===== src/rtl/temp_page_slot_allocator_top_macros.svh =====
// Assertion macros for the temporary page slot allocator.
// Each use sits at the end of a module that has clk and rst_n in scope.
`ifndef TEMP_PAGE_SLOT_ALLOCATOR_TOP_MACROS_SVH
`define TEMP_PAGE_SLOT_ALLOCATOR_TOP_MACROS_SVH

`ifndef NO_ASSERTIONS
// Check a property on every clock edge outside reset.
`define TPSA_ASSERT(lbl, prop) \
  lbl: assert property (@(posedge clk) disable iff (!rst_n) prop) \
    else $error("tpsa assertion failed");
// Check a property on every clock edge, reset included.
`define TPSA_ASSERT_ALWAYS(lbl, prop) \
  lbl: assert property (@(posedge clk) prop) \
    else $error("tpsa assertion failed");
`else
`define TPSA_ASSERT(lbl, prop)
`define TPSA_ASSERT_ALWAYS(lbl, prop)
`endif

`endif


===== src/rtl/tpsa_pkg.sv =====
package tpsa_pkg;

  localparam int SLOT_COUNT = 16;
  localparam int SLOT_W     = (SLOT_COUNT > 1) ? $clog2(SLOT_COUNT) : 1;

  localparam logic [31:0]           PAGE_BYTES  = 32'h0000_1000;
  localparam logic [11:0]           OFFSET_MASK = 12'hFFF;
  localparam logic [31:0]           ENTRY_FLAGS = 32'h0000_0003;
  localparam logic [31:0]           TABLE_BASE  = 32'hFFC0_0000;
  localparam logic [31:0]           TOP_RESET   = 32'hFF80_0000;
  localparam logic [31:0]           WINDOW_SPAN = 32'((SLOT_COUNT - 1) * 4096);
  localparam logic [SLOT_COUNT-1:0] ALL_FREE    = {SLOT_COUNT{1'b1}};
  localparam logic [SLOT_W-1:0]     LAST_SLOT   = SLOT_W'(SLOT_COUNT - 1);

  typedef enum logic [2:0] {
    ST_MAPPED       = 3'd0,
    ST_RELEASED     = 3'd1,
    ST_UNALIGNED    = 3'd2,
    ST_FULL         = 3'd3,
    ST_OUTSIDE      = 3'd4,
    ST_ALREADY_FREE = 3'd5
  } status_t;

  typedef enum logic [2:0] {
    S_IDLE,
    S_MAP_SCAN,
    S_REL_DIFF,
    S_REL_LIMIT,
    S_REL_CHECK,
    S_ENTRY,
    S_FIN
  } state_t;

  typedef struct packed {
    logic        mode;
    logic [31:0] address;
  } in_word_t;

  typedef struct packed {
    status_t     status;
    logic [31:0] mapped_address;
    logic [3:0]  slot_number;
    logic        entry_write;
    logic [31:0] entry_address;
    logic [31:0] entry_value;
  } out_word_t;

  typedef struct packed {
    logic [31:0] a;
    logic [31:0] b;
    logic        sub;
  } alu_req_t;

  typedef struct packed {
    logic [31:0] sum;
    logic        borrow;
  } alu_rsp_t;

endpackage


===== src/rtl/tpsa_alu.sv =====
module tpsa_alu import tpsa_pkg::*; (
  input  alu_req_t req,
  output alu_rsp_t rsp
);

  logic [32:0] total;

  // a + b, or a - b as a + ~b + 1; borrow when a < b on subtract
  assign total = {1'b0, req.a} + {1'b0, req.b ^ {32{req.sub}}} + 33'(req.sub);

  assign rsp.sum    = total[31:0];
  assign rsp.borrow = req.sub & ~total[32];

endmodule


===== src/rtl/tpsa_core.sv =====
`include "temp_page_slot_allocator_top_macros.svh"

module tpsa_core import tpsa_pkg::*; (
  input  logic        clk,
  input  logic        rst_n,
  input  logic        cfg_wr_en,
  input  logic [31:0] cfg_wr_data,
  input  logic        in_valid,
  input  in_word_t    in_word,
  output logic        in_take,
  output logic        res_valid,
  output out_word_t   res_word,
  input  logic        res_ready
);

  state_t                state_r, state_nxt;
  logic [SLOT_COUNT-1:0] free_r;
  logic [31:0]           top_r;
  logic                  mode_r;
  logic [31:0]           addr_r;
  logic [31:0]           work_r;
  logic [SLOT_W-1:0]     idx_r;
  out_word_t             res_r;
  alu_req_t              alu_req;
  alu_rsp_t              alu_rsp;
  logic [31:0]           idx_ext;
  logic [31:0]           entry_src;
  logic                  push;

  tpsa_alu u_alu (
    .req (alu_req),
    .rsp (alu_rsp)
  );

  function automatic out_word_t err_word(input status_t st);
    out_word_t w;
    w        = '0;
    w.status = st;
    return w;
  endfunction

  assign idx_ext   = 32'(idx_r);
  assign entry_src = mode_r ? addr_r : work_r;
  assign push      = res_valid & res_ready;

  // Next state
  always_comb begin
    state_nxt = state_r;
    case (state_r)
      S_IDLE: begin
        if (in_valid) begin
          if (in_word.mode) state_nxt = S_REL_DIFF;
          else if ((in_word.address[11:0] & OFFSET_MASK) != '0) state_nxt = S_FIN;
          else state_nxt = S_MAP_SCAN;
        end
      end
      S_MAP_SCAN: begin
        if (free_r[idx_r]) state_nxt = S_ENTRY;
        else if (idx_r == LAST_SLOT) state_nxt = S_FIN;
      end
      S_REL_DIFF:  state_nxt = alu_rsp.borrow ? S_FIN : S_REL_LIMIT;
      S_REL_LIMIT: state_nxt = alu_rsp.borrow ? S_FIN : S_REL_CHECK;
      S_REL_CHECK: state_nxt = free_r[idx_r] ? S_FIN : S_ENTRY;
      S_ENTRY:     state_nxt = S_FIN;
      S_FIN:       state_nxt = res_ready ? S_IDLE : S_FIN;
      default:     state_nxt = S_IDLE;
    endcase
  end

  // Outputs and shared adder operands
  always_comb begin
    alu_req   = '0;
    in_take   = 1'b0;
    res_valid = 1'b0;
    case (state_r)
      S_IDLE: in_take = 1'b1;
      S_MAP_SCAN: begin
        alu_req.a   = work_r;
        alu_req.b   = PAGE_BYTES;
        alu_req.sub = 1'b1;
      end
      S_REL_DIFF: begin
        alu_req.a   = top_r;
        alu_req.b   = addr_r;
        alu_req.sub = 1'b1;
      end
      S_REL_LIMIT: begin
        alu_req.a   = WINDOW_SPAN;
        alu_req.b   = work_r;
        alu_req.sub = 1'b1;
      end
      S_ENTRY: begin
        alu_req.a   = TABLE_BASE;
        alu_req.b   = {10'b0, entry_src[31:12], 2'b00};
        alu_req.sub = 1'b0;
      end
      S_FIN:   res_valid = 1'b1;
      default: alu_req = '0;
    endcase
  end

  assign res_word = res_r;

  // Control state, window register and free bitmap
  always_ff @(posedge clk) begin
    if (!rst_n) begin
      state_r <= S_IDLE;
      free_r  <= ALL_FREE;
      top_r   <= TOP_RESET;
    end else begin
      state_r <= state_nxt;
      if (cfg_wr_en) top_r <= cfg_wr_data;
      if (push && res_r.status == ST_MAPPED) free_r[idx_r] <= 1'b0;
      if (push && res_r.status == ST_RELEASED) free_r[idx_r] <= 1'b1;
    end
  end

  // Working registers
  always_ff @(posedge clk) begin
    case (state_r)
      S_IDLE: begin
        if (in_valid) begin
          mode_r <= in_word.mode;
          addr_r <= in_word.address;
          work_r <= top_r;
          idx_r  <= '0;
          res_r  <= err_word(ST_UNALIGNED);
        end
      end
      S_MAP_SCAN: begin
        if (!free_r[idx_r]) begin
          if (idx_r == LAST_SLOT) begin
            res_r <= err_word(ST_FULL);
          end else begin
            idx_r  <= idx_r + SLOT_W'(1);
            work_r <= alu_rsp.sum;
          end
        end
      end
      S_REL_DIFF: begin
        if (alu_rsp.borrow) res_r <= err_word(ST_OUTSIDE);
        else work_r <= alu_rsp.sum;
      end
      S_REL_LIMIT: begin
        if (alu_rsp.borrow) res_r <= err_word(ST_OUTSIDE);
        else idx_r <= work_r[12 +: SLOT_W];
      end
      S_REL_CHECK: begin
        if (free_r[idx_r]) res_r <= err_word(ST_ALREADY_FREE);
      end
      S_ENTRY: begin
        res_r.status         <= mode_r ? ST_RELEASED : ST_MAPPED;
        res_r.mapped_address <= mode_r ? 32'd0 : work_r;
        res_r.slot_number    <= idx_ext[3:0];
        res_r.entry_write    <= 1'b1;
        res_r.entry_address  <= alu_rsp.sum;
        res_r.entry_value    <= mode_r ? 32'd0 : (addr_r | ENTRY_FLAGS);
      end
      default: res_r <= res_r;
    endcase
  end

  `TPSA_ASSERT(a_map_claims_slot,
    (push && res_r.status == ST_MAPPED) |=> !free_r[$past(idx_r)])
  `TPSA_ASSERT(a_bitmap_moves_on_push, !push |=> $stable(free_r))
  `TPSA_ASSERT(a_error_fields_zero,
    (res_valid && !res_r.entry_write) |->
      (res_r.mapped_address == 32'd0 && res_r.entry_address == 32'd0 &&
       res_r.slot_number == 4'd0))
  `TPSA_ASSERT_ALWAYS(a_take_only_idle, in_take |-> !res_valid)

endmodule


===== src/rtl/temp_page_slot_allocator_top.sv =====
// Temporary page slot allocator: hands out and takes back 4 KiB virtual slots
// in a window that ends at window_top_address (slot n lies n pages below it).
// Input channel (in_valid/in_stall, in_word): mode 0 maps the physical page in
//   in_word.address to the lowest free slot; mode 1 releases the slot that a
//   virtual address in the window falls in.
// Result channel (out_valid/out_stall, out_word): one word per request with a
//   status code, the mapped address, the slot and the page-table entry write
//   (address and value) that the caller performs along with a TLB invalidate.
// Configuration: cfg_wr_en/cfg_wr_data write window_top_address; write it only
//   while no request is in flight.
// Sequencing: one request at a time, one shared 32-bit adder under a sequencer.
//   A map scans one bitmap slot per cycle from slot 0, stepping the address by
//   one page; a release checks the offset below the window top, the window span
//   and the slot's bit; an unaligned map goes straight to the result. The next word is
//   taken the cycle after the result moves out; in_stall is low only while idle.
// Reset (rst_n low, synchronous): all slots free, window top back to
//   0xFF800000, no result pending.
// out_stall holds the result word in the output register; one finished word
//   may wait there while the next request is worked on, and that request then
//   waits in its last step until the register frees.
module temp_page_slot_allocator_top import tpsa_pkg::*; (
  input  logic        clk,
  input  logic        rst_n,
  input  logic        cfg_wr_en,
  input  logic [31:0] cfg_wr_data,
  input  logic        in_valid,
  output logic        in_stall,
  input  in_word_t    in_word,
  output logic        out_valid,
  input  logic        out_stall,
  output out_word_t   out_word
);

  logic      in_take;
  logic      res_valid;
  logic      res_ready;
  out_word_t res_word;
  logic      out_valid_r, out_valid_nxt;
  out_word_t out_word_r;

  tpsa_core u_core (
    .clk         (clk),
    .rst_n       (rst_n),
    .cfg_wr_en   (cfg_wr_en),
    .cfg_wr_data (cfg_wr_data),
    .in_valid    (in_valid),
    .in_word     (in_word),
    .in_take     (in_take),
    .res_valid   (res_valid),
    .res_word    (res_word),
    .res_ready   (res_ready)
  );

  // Stall the input while the sequencer works on a request
  assign in_stall = ~in_take;

  // Load the output register when it is empty or its word leaves this cycle
  assign res_ready = ~out_valid_r | ~out_stall;

  always_comb begin
    out_valid_nxt = out_valid_r;
    if (res_ready) out_valid_nxt = res_valid;
  end

  always_ff @(posedge clk) begin
    if (!rst_n) begin
      out_valid_r <= 1'b0;
    end else begin
      out_valid_r <= out_valid_nxt;
    end
  end

  // Hold the word while stalled
  always_ff @(posedge clk) begin
    if (res_ready && res_valid) out_word_r <= res_word;
  end

  assign out_valid = out_valid_r;
  assign out_word  = out_word_r;

endmodule

===== config.mk =====
export PLATFORM = sky130hd
export DESIGN_NAME = temp_page_slot_allocator_top
export DESIGN_NICKNAME = d
export VERILOG_FILES = /design/src/rtl/tpsa_pkg.sv /design/src/rtl/tpsa_alu.sv /design/src/rtl/tpsa_core.sv /design/src/rtl/temp_page_slot_allocator_top.sv
export VERILOG_INCLUDE_DIRS = /design/src /design/src/rtl
export SDC_FILE = /design/constraint.sdc
export NUM_CORES = 1
export LEC_CHECK = 0
export BUFFER_PORTS_ARGS = -buffer_cell sky130_fd_sc_hd__buf_2
export CORE_UTILIZATION = 59
export DETAILED_ROUTE_END_ITERATION = 10
export GPL_TIMING_DRIVEN = 0
export PLACE_DENSITY = 0.77
export SLEW_MARGIN = 20
export SYNTH_ARGS = -nofsm -noshare
export SYNTH_HDL_FRONTEND = slang
export SYNTH_HIERARCHICAL = 1
export SYNTH_SLANG_ARGS = --single-unit

===== constraint.sdc =====
create_clock -name clk -period 13.9 [get_ports clk]
set_input_delay 1.39 -clock clk [delete_from_list [all_inputs] [get_ports clk]]
set_output_delay 1.39 -clock clk [all_outputs]
set_load 0.02 [all_outputs]

Word-level counts from Yosys, hierarchy flattened:

Index checks and enable logic that the tools add are counted.

* logic and storage cells: 109
* bits of input ports: 70
* bits in registers: 329

* magnitude comparators: 2
* equality and inequality tests: 17
* reductions and logical operators: 16
* bitwise gates (word level): 11
* muxes and demuxes: 40
* $add $sub $neg: 3

Operators with widths (count)
* $mux 104: 5
* $pmux 104 s5: 1
* $pmux 65 s4: 1
* $mux 32: 7
* $pmux 32 s3: 1
* $mux 16: 3
* $add 32x32->33: 1
* $add 33x1->33: 1
* $xor 32x32->32: 1
* $mux 3: 7
* $pmux 3 s7: 1
* $and 16x16->16: 1
* $mux 4: 4
* $not 16->16: 1
* $or 16x16->16: 1
* $pmux 4 s3: 1
* $reduce_bool 12->1: 1
* $ne 2x2->1 const B: 5
* $reduce_and 5->1: 2
* $eq 3x3->1 const B: 3
* $eq 3x1->1 const B: 2
* $eq 3x2->1 const B: 2
* $logic_not 3->1: 2
* $ne 2x1->1 const B: 3
* 18 further kinds: 32

Depth between registers and ports, before layout:

Gate-level depths: netlist of the first run.

* word-level depth: 10
* depth in mapped cells: 19

Modules after synthesis:

The synthesis of the first run kept the hierarchy.

Modules (own cells, without submodules)
* tpsa_core: area an instance 9860.7 sq um, seq. area each 6185.9 sq um, cells each 762, instances 1
* temp_page_slot_allocator_top: area an instance 3168.0 sq um, seq. area each 3143.0 sq um, cells each 110, instances 1
* tpsa_alu: area an instance 2504.9 sq um, seq. area each 0.0 sq um, cells each 346, instances 1

Least setup slack after synthesis of the first run:

No wires, ideal clock.

* path kind: reg2reg
* from: register u_core.state_r[2]
* to: register u_core.res_r, in the netlist u_core/res_word[100], enable pin
* path buffers: 4
* clock period less this slack: 11.653 ns
* data arrival time: 10.935 ns
* slack: 2.247 ns
* cell stages (with the launch flop): 17
* cell sequence: dfxtp_1 -> buf_2 -> buf_1 -> nor2_1 -> buf_2 -> buf_1 -> xor2_1 -> ha_1 -> a21o_1 -> a211o_1 -> o22ai_1 -> nor4_1 -> a21oi_1 -> inv_1 -> o21ai_0 -> o21ai_0 -> a211oi_1

RTL lines
* from (decl): line tpsa_core.sv:16 `state_t state_r, state_nxt;`
* from (signal assigned): line tpsa_core.sv:111 `state_r <= state_nxt;`
* to (signal assigned): line tpsa_core.sv:127 `res_r <= err_word(ST_UNALIGNED);`
* to (signal assigned): line tpsa_core.sv:133 `res_r <= err_word(ST_FULL);`
* to (signal assigned): line tpsa_core.sv:141 `if (alu_rsp.borrow) res_r <= err_word(ST_OUTSIDE);`
* to (decl): line tpsa_core.sv:23 `out_word_t res_r;`

==> Flow_metrics.wiki, run 1 <==
{| class="wikitable"
! Metric !! Value
|-
| Status || finished, final reports clean
|-
| Share of synthesized area occupied by flip-flops and latches || 60.1%
|-
| Number of global-route vias before repair || 10500
|-
| Final Routed Wirelength || 41.7 mm
|-
| Gr ovfl total || 0
|-
| Clock Latency Late Sink || 0.53 ns
|-
| Mean post-synth cell area || 12.8 µm²
|-
| Worst setup slack after placement || 7.59 ns
|-
| Final number of hold-violating endpoints || 0
|-
| Part of the power in the clock network || 19.7%
|-
| Global-route wire length before repair || 61.3 mm
|-
| Maximum fanout along the worst path || 15
|-
| Diodes inserted || 0
|-
| Global-route total usage across every layer || 31.2%
|-
| Classification of the worst-slack hold path || register to register
|-
| Kind of start point of the critical path || register
|-
| X dimension of the die || 164 µm
|-
| I/O Buffers || 174
|-
| PD cells || 256 nW/µm²
|-
| Most frequent cell on the critical path || sky130_fd_sc_hd__buf_8
|-
| Synth Cell Area || 15500 µm²
|-
| Required time of the critical path || 14.13 ns
|-
| Most frequent cells in the layout || sky130_fd_sc_hd__edfxtp_1 (276), sky130_fd_sc_hd__buf_2 (196), sky130_fd_sc_hd__and2_1 (99)
|-
| Number of antenna violations at the first check in global routing || 0
|-
| DRC viols || 0
|-
| Area of the die || 27000 µm²
|-
| Via density per instance || 6.00
|-
| Number of cells produced by synthesis || 1218
|-
| I/O pin count || 176
|-
| Delay of the slowest cell on the worst path || 0.58 ns
|-
| Worst endpoint data arrival time || 6.74 ns
|-
| Post-synthesis sequential element count || 328
|-
| Final nets || 1546
|-
| Footprint of the flip-flops and latches || 9330 µm²
|-
| Number of distinct standard cells referenced by the synthesized netlist || 77
|-
| Commonest non-fill, non-tap cell in the layout || sky130_fd_sc_hd__edfxtp_1
|-
| Sw Pwr || 1.90 mW
|-
| Reg power frac || 36.3%
|-
| Placer congestion estimate || 0.934
|-
| Via count || 10800
|-
| Minimum clock period || 6.52 ns
|-
| Warnings, synthesis || 6
|-
| Starting density of the core || 59.9%
|-
| Crit path setup slack, layout || 7.38 ns
|-
| Post-synth ARST share || 0%
|-
| Routed length per instance || 23.1 µm
|-
| Die Y-Extent || 164 µm
|-
| Kind of end point of the critical path || register
|-
| Worst max-slew margin expressed relative to the limit || 28.4%
|-
| Post-route cell area || 18200 µm²
|-
| Number of violations reported at the end of detailed-routing iteration 0 || 1017
|-
| Register-to-register path setup slack || 7.38 ns
|-
| Filler cell count in the final layout || 1870
|-
| Gate family responsible for the most delay along the worst path || compound AO/OA/AOI/OAI gates
|-
| Max Buffers Root-to-Sink || 3
|-
| Max Fclk || 153 MHz
|-
| Area overhead of the layout relative to synthesis || 17.0%
|-
| CTS tree || built
|-
| Floorplan core area || 25900 µm²
|-
| Crit-path slowest cell || sky130_fd_sc_hd__a211oi_4
|-
| Placed wire-length estimate || 31.6 mm
|-
| Actual slew at the worst max-slew pin || 1.07 ns
|-
| DRT Pass-1 Iters || 6
|-
| Maximum number of pins on one net before global-route repair || 55
|-
| Proportion of total power due to net switching || 40.9%
|-
| Proportion of power drawn by combinational gates || 44.0%
|-
| Peak VDD IR || 0.156 mV
|-
| Level count of the clock H-tree || 2
|-
| Clock sink count || 328
|-
| Number of hold buffers added after cts || 0
|-
| Cell Chain, Critical Path || buf_2 > buf_1 > nor2_1 > buf_2 > buf_1 > xor2_1 > ha_1 > buf_4 > a21o_1 > a21o_1 > a21oi_1 > o2111ai_1 > a21oi_1 > inv_1 > o21ai_0 > o21ai_0 > a211oi_4 > buf_8 > buf_8 > buf_6 > buf_8
|-
| Number of violations of the max-capacitance limit || 0
|-
| Clock root cell || sky130_fd_sc_hd__clkbuf_16
|-
| Slew Limit Fails || 0
|-
| Num CTS Buffers || 35
|-
| Static leakage || 7.34 nW
|-
| Placed inst area || 17000 µm²
|-
| Area of the multi-input gates || 5810 µm²
|-
| Clock transition time at the flip-flop clock pins of the worst setup and hold paths || 0.07 ns
|-
| Total of cells resized after clock tree synthesis || 0
|-
| Top FF cell, synth || sky130_fd_sc_hd__edfxtp_1
|-
| Crit path kind || register to register
|-
| Post-route fraction of the period consumed by the critical path || 46.9%
|-
| Post-synth EDFFs || 276
|-
| Placement row count || 59
|-
| Post-CTS Setup Inserts || 0
|-
| Post-route clock skew || 0.0226 ns
|-
| Final number of setup-violating endpoints || 0
|-
| Count of buffering cells on the critical path with inverters included || 10
|-
| Unrepaired setup endpoints after global routing || false
|-
| Synth Net Count || 1324
|-
| Power Internal || 2.75 mW
|-
| Share of cells above drive strength 1 || 23.2%
|-
| Remaining antenna violation count || 0
|}
routing by layer:
metal / wire length [µm] / up-vias / track usage, %
met3: 3430 / 83 / 6.01
met1: 16600 / 5279 / 40.2
met2: 20200 / 508 / 52.4
met4: 1450 / 0 / 11.4
li1: - / 4945 / -
met5: 0 / - / 0
final cells by class:
| cell class | instances | area share, % |
|---|---|---|
| plain buffers | 70 | 1.79 |
| well taps | 335 | 2.31 |
| multi-input cells | 797 | 32.0 |
| inverters | 23 | 0.475 |
| clock buffers | 44 | 5.23 |
| clock inverters | 19 | 1.08 |
| flip-flops and latches | 328 | 51.3 |
| repair buffers | 185 | 5.78 |
cell usage after synthesis (all sizes together) (6+ instances only):
library cell	n	share of area, %
nor2b	31	1.2
mux2	36	2.6
nor2	65	1.6
inv	22	0.53
clkbuf	33	0.81
o21ai	38	1.3
nand2	84	2.0
nand3	28	0.98
a211oi	7	0.43
nand4	14	0.56
edfxtp	276	53
o22ai	23	0.97
xor2	39	2.2
mux2i	96	6.3
nand2b	6	0.24
xnor2	19	1.1
a21oi	47	1.7
dfxtp	52	6.7
a21o	15	0.72
a311oi	6	0.42
a22o	31	1.7
nor3	13	0.55
buf	37	1.3
ha	35	2.8
and2	103	4.2
final timing paths:
check	to	from	depth (start not counted)
worst min register to register	out_word[66]	u_core/res_word[66]	0
worst max register to register	u_core/res_word[73]	u_core/state_r[2]	21
worst max-delay path	u_core/res_word[73]	u_core/state_r[2]	21
worst min-delay path	out_word[66]	u_core/res_word[66]	0
power groups by stage:
stage / logic, mW / registers (mW) / clock network (mW)
floorplan: 1.34 / 1.71 / 0
global placement: 1.90 / 1.78 / 0
detailed placement: 2.01 / 1.70 / 0
CTS: 2.02 / 1.68 / 0.931
global route: 2.19 / 1.70 / 0.969
finish: 2.05 / 1.69 / 0.914
kinds of logic after synthesis:
group                    synth area share [%]
AO/OA/AOI/OAI                            9.72
flip-flops                               60.1
multiplexers                             9.17
buffers and inverters                    2.65
adder cells (fa/ha/maj)                  2.95
AND/OR/NAND/NOR                          12.2
XOR/XNOR                                 3.27
state kept, by name (all words and copies together), names as in the netlist:
signal	cells
out_word	104
u_core/res_word	103
u_core/addr_r	32
u_core/top_r	32
u_core/work_r	32
u_core/free_r	16
u_core/idx_r	4
u_core/state_r	3
out_valid	1
u_core/mode_r	1
metrics by stage:
stage / utilization, % / setup TNS [ns] / total power, mW / hold slack [ns] / instances
after global routing: 70.1 / 0 / 4.86 / 0.421 / 1801
after floorplan: - / 0 / 3.05 / 0.400 / 1218
after CTS: 70.1 / 0 / 4.63 / 0.414 / 1801
after detailed placement: 65.7 / 0 / 3.71 / 0.405 / 1738
after global placement: 64.9 / -290.20 / 3.68 / 0.400 / 1727
final: 70.1 / 0 / 4.65 / 0.415 / 1801
Note: power is estimated with default switching activity, not from simulation.
==> run 2: changes to the inputs <==
==> constraint.sdc (replaced) <==
create_clock -name clk -period 6 [get_ports clk]
set_input_delay 0.6 -clock clk [delete_from_list [all_inputs] [get_ports clk]]
set_output_delay 0.6 -clock clk [all_outputs]
set_load 0.02 [all_outputs]
==> run 2 against run 1 <==
  * First-iteration DRC count shrank 8.7%
  * Clock skew shrank 0.0092 ns
  * Global-route usage decreased by 0.56 points
  * Worst hold slack worse by 0.15 ns
  * Critical path depth fell by 1
  * Largest power group unchanged
  * Die area did not move
  * Highest routed layer unchanged
  * Cell count is essentially flat
==> Flow_metrics.wiki, run 2 (same netlist as run 1, synthesis figures left out) <==
{| class="wikitable"
! Metric !! Value
|-
| Actual slew at the worst max-slew pin || 1.01 ns (-0.0671 ns)
|-
| Most frequent cells in the layout || sky130_fd_sc_hd__edfxtp_1 (276), sky130_fd_sc_hd__buf_2 (190), sky130_fd_sc_hd__and2_1 (99)
|-
| Final number of hold-violating endpoints || 0 (unchanged)
|-
| Placed inst area || 17100 µm² (+0.64%)
|-
| Die Y-Extent || 164 µm (unchanged)
|-
| Crit path kind || register to register
|-
| Number of violations of the max-capacitance limit || 0 (unchanged)
|-
| Global-route total usage across every layer || 30.7% (-0.56 points)
|-
| Placer congestion estimate || 0.960 (+2.8%)
|-
| I/O Buffers || 174 (unchanged)
|-
| Max Fclk || 187 MHz (+22%)
|-
| Maximum number of pins on one net before global-route repair || 48 (-13%)
|-
| Static leakage || 7.42 nW (+0.99%)
|-
| Kind of end point of the critical path || register
|-
| Remaining antenna violation count || 0 (unchanged)
|-
| Max Buffers Root-to-Sink || 3 (unchanged)
|-
| Post-route fraction of the period consumed by the critical path || 89.3% (+42 points)
|-
| Unrepaired setup endpoints after global routing || false
|-
| Area overhead of the layout relative to synthesis || 17.6%
|-
| Via density per instance || 5.98 (-0.34%)
|-
| Number of violations reported at the end of detailed-routing iteration 0 || 929 (-8.7%)
|-
| Slew Limit Fails || 0 (unchanged)
|-
| Cell Chain, Critical Path || buf_4 > nand3_1 > clkbuf_2 > o22ai_1 > xor2_1 > ha_1 > buf_2 > a21oi_1 > o21ai_0 > a21oi_1 > nand3_1 > a21oi_2 > inv_1 > o21ai_0 > o21ai_1 > a211oi_4 > buf_8 > buf_6 > buf_8 > buf_6
|-
| PD cells || 593 nW/µm² (+130%)
|-
| Peak VDD IR || 0.378 mV (+140%)
|-
| Minimum clock period || 5.36 ns (-1.16 ns)
|-
| Starting density of the core || 59.9% (unchanged)
|-
| X dimension of the die || 164 µm (unchanged)
|-
| Post-route cell area || 18300 µm² (+0.52%)
|-
| Required time of the critical path || 6.21 ns (-7.92 ns)
|-
| Routed length per instance || 22.7 µm (-2.0%)
|-
| DRT Pass-1 Iters || 5 (-1)
|-
| Clock transition time at the flip-flop clock pins of the worst setup and hold paths || 0.06 ns (about the same)
|-
| Worst endpoint data arrival time || 5.57 ns (-1.17 ns)
|-
| Status || finished, final reports clean
|-
| Floorplan core area || 25900 µm² (unchanged)
|-
| Clock Latency Late Sink || 0.51 ns (-0.02 ns)
|-
| Level count of the clock H-tree || 2 (unchanged)
|-
| Total negative setup slack || 0 ns (unchanged)
|-
| Clock root cell || sky130_fd_sc_hd__clkbuf_16
|-
| Area of the die || 27000 µm² (unchanged)
|-
| Total chip power || 10.8 mW (+130%)
|-
| Filler cell count in the final layout || 1861 (-0.48%)
|-
| Kind of start point of the critical path || register
|-
| Final Routed Wirelength || 40.8 mm (-2.0%)
|-
| Gr ovfl total || 0 (unchanged)
|-
| Worst setup slack after placement || 0.523 ns (-7.07 ns)
|-
| DRC viols || 0 (unchanged)
|-
| Number of antenna violations at the first check in global routing || 0 (unchanged)
|-
| Gate family responsible for the most delay along the worst path || compound AO/OA/AOI/OAI gates
|-
| Global-route wire length before repair || 60.6 mm (-1.1%)
|-
| I/O pin count || 176 (unchanged)
|-
| Final number of setup-violating endpoints || 0 (unchanged)
|-
| Largest register FFs || 104 (unchanged)
|-
| Placement row count || 59 (unchanged)
|-
| Post-route clock skew || 0.0134 ns (-0.00917 ns)
|-
| Share of cells above drive strength 1 || 24.7% (+1.5 points)
|-
| Commonest non-fill, non-tap cell in the layout || sky130_fd_sc_hd__edfxtp_1
|-
| Final nets || 1546 (unchanged)
|-
| Diodes inserted || 0 (unchanged)
|-
| Number of hold buffers added after cts || 0 (unchanged)
|-
| Worst max-slew margin expressed relative to the limit || 32.9% (+4.5 points)
|-
| Via count || 10800 (-0.40%)
|-
| Count of buffering cells on the critical path with inverters included || 8 (-2)
|-
| CTS tree || built
|-
| Num CTS Buffers || 34 (-2.9%)
|-
| Classification of the worst-slack hold path || input port to register
|-
| Crit path setup slack, layout || 0.644 ns (-6.74 ns)
|-
| Crit-path slowest cell || sky130_fd_sc_hd__a21oi_1
|-
| Clock sink count || 328 (unchanged)
|-
| Delay of the slowest cell on the worst path || 0.45 ns (-0.13 ns)
|-
| Number of global-route vias before repair || 10400 (-0.95%)
|-
| Maximum fanout along the worst path || 16 (+1)
|-
| Placed wire-length estimate || 30.8 mm (-2.8%)
|}
[run 2: cell count changes in the layout (fill, tap and decap cells not counted), moves of 3 or more]
| cell | before | now |
|---|---|---|
| sky130_fd_sc_hd__clkinv_2 | 5 | 9 |
| sky130_fd_sc_hd__clkinv_4 | 0 | 3 |
| sky130_fd_sc_hd__buf_1 | 8 | 4 |
| sky130_fd_sc_hd__clkbuf_1 | 38 | 29 |
| sky130_fd_sc_hd__buf_4 | 5 | 13 |
| sky130_fd_sc_hd__clkbuf_2 | 1 | 5 |
| sky130_fd_sc_hd__buf_2 | 196 | 190 |
[run 2: worst reg2reg max path, cell delays in order, from the launching register on]
cell and delay (ns):
sky130_fd_sc_hd__dfxtp_2 0.38, sky130_fd_sc_hd__buf_4 0.18, sky130_fd_sc_hd__nand3_1 0.28, sky130_fd_sc_hd__clkbuf_2 0.31, sky130_fd_sc_hd__o22ai_1 0.23, sky130_fd_sc_hd__xor2_1 0.26
sky130_fd_sc_hd__ha_1 0.28, sky130_fd_sc_hd__buf_2 0.18, sky130_fd_sc_hd__a21oi_1 0.28, sky130_fd_sc_hd__o21ai_0 0.19, sky130_fd_sc_hd__a21oi_1 0.45, sky130_fd_sc_hd__nand3_1 0.17
sky130_fd_sc_hd__a21oi_2 0.34, sky130_fd_sc_hd__inv_1 0.13, sky130_fd_sc_hd__o21ai_0 0.16, sky130_fd_sc_hd__o21ai_1 0.12, sky130_fd_sc_hd__a211oi_4 0.30, sky130_fd_sc_hd__buf_8 0.21
sky130_fd_sc_hd__buf_6 0.22, sky130_fd_sc_hd__buf_8 0.19, sky130_fd_sc_hd__buf_6 0.20
[run 2: cell type report]
type	instances	area (µm²)	share of cell area, %
Clock buffer	41	930	5.09
Clock inverter	20	188	1.03
Buffer	70	407	2.23
Sequential cell	328	9330	51.1
Inverter	23	87.6	0.480
Tap cell	335	419	2.29
Multi-Input combinational cell	797	5870	32.1
Timing Repair Buffer	186	1040	5.67
[run 2: what timing repair did]
action,CTS,global route
resized for setup,0,0
setup buffers,0,2
setup endpoints to repair,0,16
[run 2: through the flow]
step,hold WS [ns],cells,util [%]
global route,0.247,1800,70.5
global placement,0.400,1727,65.5
finish,0.261,1800,70.5
floorplan,0.400,1218,-
detailed placement,0.405,1737,66.1
CTS,0.242,1798,70.4
[run 2: layer usage]
| metal | global-route usage (%) | part of all wire [%] | routed length [µm] |
|---|---|---|---|
| met5 | 0 | 0 | 0 |
| met1 | 41.7 | 41 | 16900 |
| met3 | 4.34 | 7.7 | 3150 |
| met4 | 11.0 | 3.3 | 1330 |
| met2 | 50.2 | 48 | 19500 |
[run 2: final timing paths]
path | from | to | slack (ns) | cells past startpoint
worst max register to register | u_core/state_r[2] | u_core/res_word[35] | 0.64 | 20
worst max-delay path | u_core/state_r[2] | u_core/res_word[35] | 0.64 | 20
worst min register to register | u_core/res_word[2] | out_word[2] | 0.41 | 0
worst min-delay path | in_word[14] | u_core/addr_r[14] | 0.26 | 1
[run 2: power breakdown]
part / leakage [nW] / switching, mW / internal, mW
Sequential: 3.11 / 0.420 / 3.48
Combinational: 3.76 / 3.11 / 1.71
Clock: 0.553 / 0.862 / 1.24
Total: 7.42 / 4.40 / 6.44
==> run 3: changes to the inputs <==
--- a/config.mk
+++ b/config.mk
@@ -7,10 +7,12 @@
 export NUM_CORES = 1
 export LEC_CHECK = 0
 export BUFFER_PORTS_ARGS = -buffer_cell sky130_fd_sc_hd__buf_2
-export CORE_UTILIZATION = 59
+export CELL_PAD_IN_SITES_DETAIL_PLACEMENT = 2
+export CELL_PAD_IN_SITES_GLOBAL_PLACEMENT = 2
+export CORE_UTILIZATION = 40
 export DETAILED_ROUTE_END_ITERATION = 10
 export GPL_TIMING_DRIVEN = 0
-export PLACE_DENSITY = 0.77
+export PLACE_DENSITY = 0.76
 export SLEW_MARGIN = 20
 export SYNTH_ARGS = -nofsm -noshare
 export SYNTH_HDL_FRONTEND = slang
==> run 3 against run 2 <==
  * Worst hold slack got worse by 0.052 ns
  * Global-route usage shrank 2.4 points
  * Worst setup slack worse by 0.46 ns
==> Flow_metrics.wiki, run 3 (same netlist as run 1, synthesis figures left out) <==
{| class="wikitable"
! Metric !! Value
|-
| Status || finished, final reports clean
|-
| Most heavily used metal layer in global routing || met2
|-
| Placed inst area || 17400 µm² (+1.5%)
|-
| Delay of the slowest cell on the worst path || 0.48 ns (+0.03 ns)
|-
| Source of the worst hold timing path || in_word[23]
|-
| Minimum clock period || 5.81 ns (+0.459 ns)
|-
| Hold Path End || u_core/addr_r[23]
|-
| Kind of end point of the critical path || register
|-
| Most frequent cells in the layout || sky130_fd_sc_hd__edfxtp_1 (276), sky130_fd_sc_hd__buf_2 (190), sky130_fd_sc_hd__and2_1 (99)
|-
| Number of violations of the max-capacitance limit || 0 (unchanged)
|-
| Crit-path slowest cell || sky130_fd_sc_hd__o41a_4
|-
| Global-route track usage on met3 || 4.41% (+0.062 points)
|-
| Power Internal || 6.65 mW (+3.3%)
|-
| X dimension of the die || 199 µm (+21%)
|-
| Final number of setup-violating endpoints || 0 (unchanged)
|-
| Global-route total usage across every layer || 28.3% (-2.4 points)
|-
| Number of antenna violations at the first check in global routing || 0 (unchanged)
|-
| Number of global-route vias before repair || 12200 (+18%)
|-
| Cell Chain, Critical Path || buf_4 > nand2b_1 > clkbuf_1 > o22ai_1 > xor2_1 > ha_1 > o21ai_2 > a21oi_2 > o41a_4 > nand3_4 > nand3_1 > a21oi_4 > inv_1 > o21ai_0 > o21ai_1 > a211oi_4 > buf_8 > buf_8 > buf_6 > buf_8 > buf_6 > buf_6
|-
| Gr ovfl total || 0 (unchanged)
|-
| Via count || 11200 (+4.1%)
|-
| Unrepaired setup endpoints after global routing || false
|-
| Routed length per instance || 27.8 µm (+23%)
|-
| Post-Route Utilization || 49.3% (-21 points)
|-
| Global routing met1 resource utilization || 33.1% (-8.6 points)
|-
| Worst max-slew margin expressed relative to the limit || 32.2% (-0.70 points)
|-
| DRC viols || 0 (unchanged)
|-
| Max Buffers Root-to-Sink || 3 (unchanged)
|-
| Proportion of power drawn by combinational gates || 45.1% (+0.6 points)
|-
| Slew Limit Fails || 0 (unchanged)
|-
| Maximum fanout along the worst path || 15 (-1)
|-
| Worst r2r src || u_core/state_r[2]
|-
| Number of hold buffers added after cts || 0 (unchanged)
|-
| Clock sink count || 328 (unchanged)
|-
| Clock root cell || sky130_fd_sc_hd__clkbuf_16
|-
| Post-route fraction of the period consumed by the critical path || 96.9% (+7.6 points)
|-
| Diodes inserted || 0 (unchanged)
|-
| Part of the power in the clock network || 20.3% (+0.9 points)
|-
| Worst endpoint data arrival time || 6.08 ns (+0.51 ns)
|-
| Min-Delay Path Depth || 1 (unchanged)
|-
| Peak VDD IR || 0.237 mV (-37%)
|-
| Remaining antenna violation count || 0 (unchanged)
|-
| Die Y-Extent || 199 µm (+21%)
|-
| I/O pin count || 176 (unchanged)
|-
| Floorplan core area || 37900 µm² (+46%)
|-
| Starting density of the core || 41.0% (-19 points)
|-
| Final number of hold-violating endpoints || 0 (unchanged)
|-
| Num CTS Buffers || 38 (+12%)
|-
| Placer congestion estimate || 0.852 (-11%)
|-
| Actual slew at the worst max-slew pin || 1.01 ns (+0.00127 ns)
|-
| Met2 Use GR || 52.0% (+1.8 points)
|-
| Gate family responsible for the most delay along the worst path || buffers and inverters
|-
| Worst R2R Path Depth || 22 (+10%)
|-
| Maximum number of pins on one net before global-route repair || 51 (+6.3%)
|-
| Largest register FFs || 104 (unchanged)
|-
| Clock Latency Late Sink || 0.57 ns (+0.06 ns)
|-
| Max Fclk || 172 MHz (-7.9%)
|-
| Level count of the clock H-tree || 2 (unchanged)
|-
| DRT Pass-1 Iters || 5 (unchanged)
|-
| Area of the die || 39600 µm² (+47%)
|-
| Endpoint of the worst-slack reg-to-reg timing path || u_core/res_word[34]
|-
| Clock transition time at the flip-flop clock pins of the worst setup and hold paths || 0.06 ns (about the same)
|-
| Register-to-register path setup slack || 0.19 ns (-0.46 ns)
|-
| Global-route wire length before repair || 80.7 mm (+33%)
|-
| Commonest non-fill, non-tap cell in the layout || sky130_fd_sc_hd__edfxtp_1
|-
| Final nets || 1553 (+0.45%)
|-
| Count of buffering cells on the critical path with inverters included || 9 (+1)
|-
| CTS tree || built
|-
| Required time of the critical path || 6.26 ns (+0.05 ns)
|-
| Classification of the worst-slack hold path || input port to register
|-
| PD cells || 617 nW/µm² (+4.0%)
|-
| Reg power frac || 34.7% (-1.3 points)
|-
| Placed wire-length estimate || 42.2 mm (+37%)
|-
| Sw Pwr || 4.88 mW (+11%)
|-
| Proportion of total power due to net switching || 42.3% (+1.7 points)
|-
| Kind of start point of the critical path || register
|-
| Post-route clock skew || 0.0257 ns (+0.0123 ns)
|-
| Area overhead of the layout relative to synthesis || 20.3%
|-
| Post-route cell area || 18700 µm² (+2.3%)
|-
| Final Routed Wirelength || 55.1 mm (+35%)
|-
| Static leakage || 7.50 nW (+1.2%)
|-
| Crit path kind || register to register
|-
| Placement row count || 71 (+20%)
|-
| Number of violations reported at the end of detailed-routing iteration 0 || 840 (-9.6%)
|-
| I/O Buffers || 174 (unchanged)
|-
| Share of cells above drive strength 1 || 25.2% (+0.53 points)
|-
| Via density per instance || 5.65 (-5.6%)
|}
[run 3: changes by cell type in the layout (fill, tap and decap cells not counted), sizes merged]
cell	delta
inv	+1
clkbuf	+8
bufinv	+1
clkinv	-4
buf	+3
[run 3: layout make-up]
cell class / instances / area (µm²)
Fill cell: 3752 / 19200
Sequential cell: 328 / 9330
Multi-Input combinational cell: 797 / 5890
Timing Repair Buffer: 189 / 1090
Clock buffer: 49 / 1030
Tap cell: 511 / 639
Buffer: 70 / 410
Clock inverter: 18 / 210
Inverter: 23 / 87.6
[run 3: through the flow]
stage	power (mW)	instances	hold slack (ns)	setup TNS [ns]	setup slack, ns
floorplan	7.07	1218	0.400	0	0.00906
global placement	8.74	1903	0.402	-255.74	-2.50
detailed placement	9.10	1915	0.405	-0.392	-0.0276
CTS	11.5	1983	0.192	0	0.152
global route	12.0	1985	0.196	0	0.00319
finish	11.5	1985	0.209	0	0.185
[run 3: power groups by stage]
| stage | registers (mW) | clock network [mW] | logic [mW] |
|---|---|---|---|
| floorplan | 3.85 | 0 | 3.22 |
| global placement | 4.05 | 0 | 4.69 |
| detailed placement | 4.02 | 0 | 5.08 |
| CTS | 3.99 | 2.39 | 5.15 |
| global route | 4.03 | 2.46 | 5.54 |
| finish | 4.00 | 2.34 | 5.19 |
[run 3: worst max-delay path by stage]
stage	startpoint	endpoint	slack (ns)	depth (start not counted)
floorplan	u_core/state_r[2]	u_core/res_word[100]	0.009	17
global placement	u_core/state_r[1]	u_core/res_word[64]	-2.50	15
detailed placement	u_core/state_r[1]	u_core/res_word[64]	-0.03	21
CTS	u_core/state_r[1]	u_core/res_word[73]	0.15	22
global route	u_core/state_r[1]	u_core/res_word[35]	0.003	23
finish	u_core/state_r[2]	u_core/res_word[34]	0.19	22
[run 3: timing repair]
item / CTS / global route
setup endpoints to repair: 25 / 25
buffers inserted: 1 / 2
gates resized for setup: 3 / 7
pin swaps: 1 / 1
[run 3: per-layer routing]
metal  up-vias  share of wire (%)
met4         0                3.2
met2       398                 53
met5         -                  0
met1      5740                 39
met3       109                5.0
li1       4962                  -
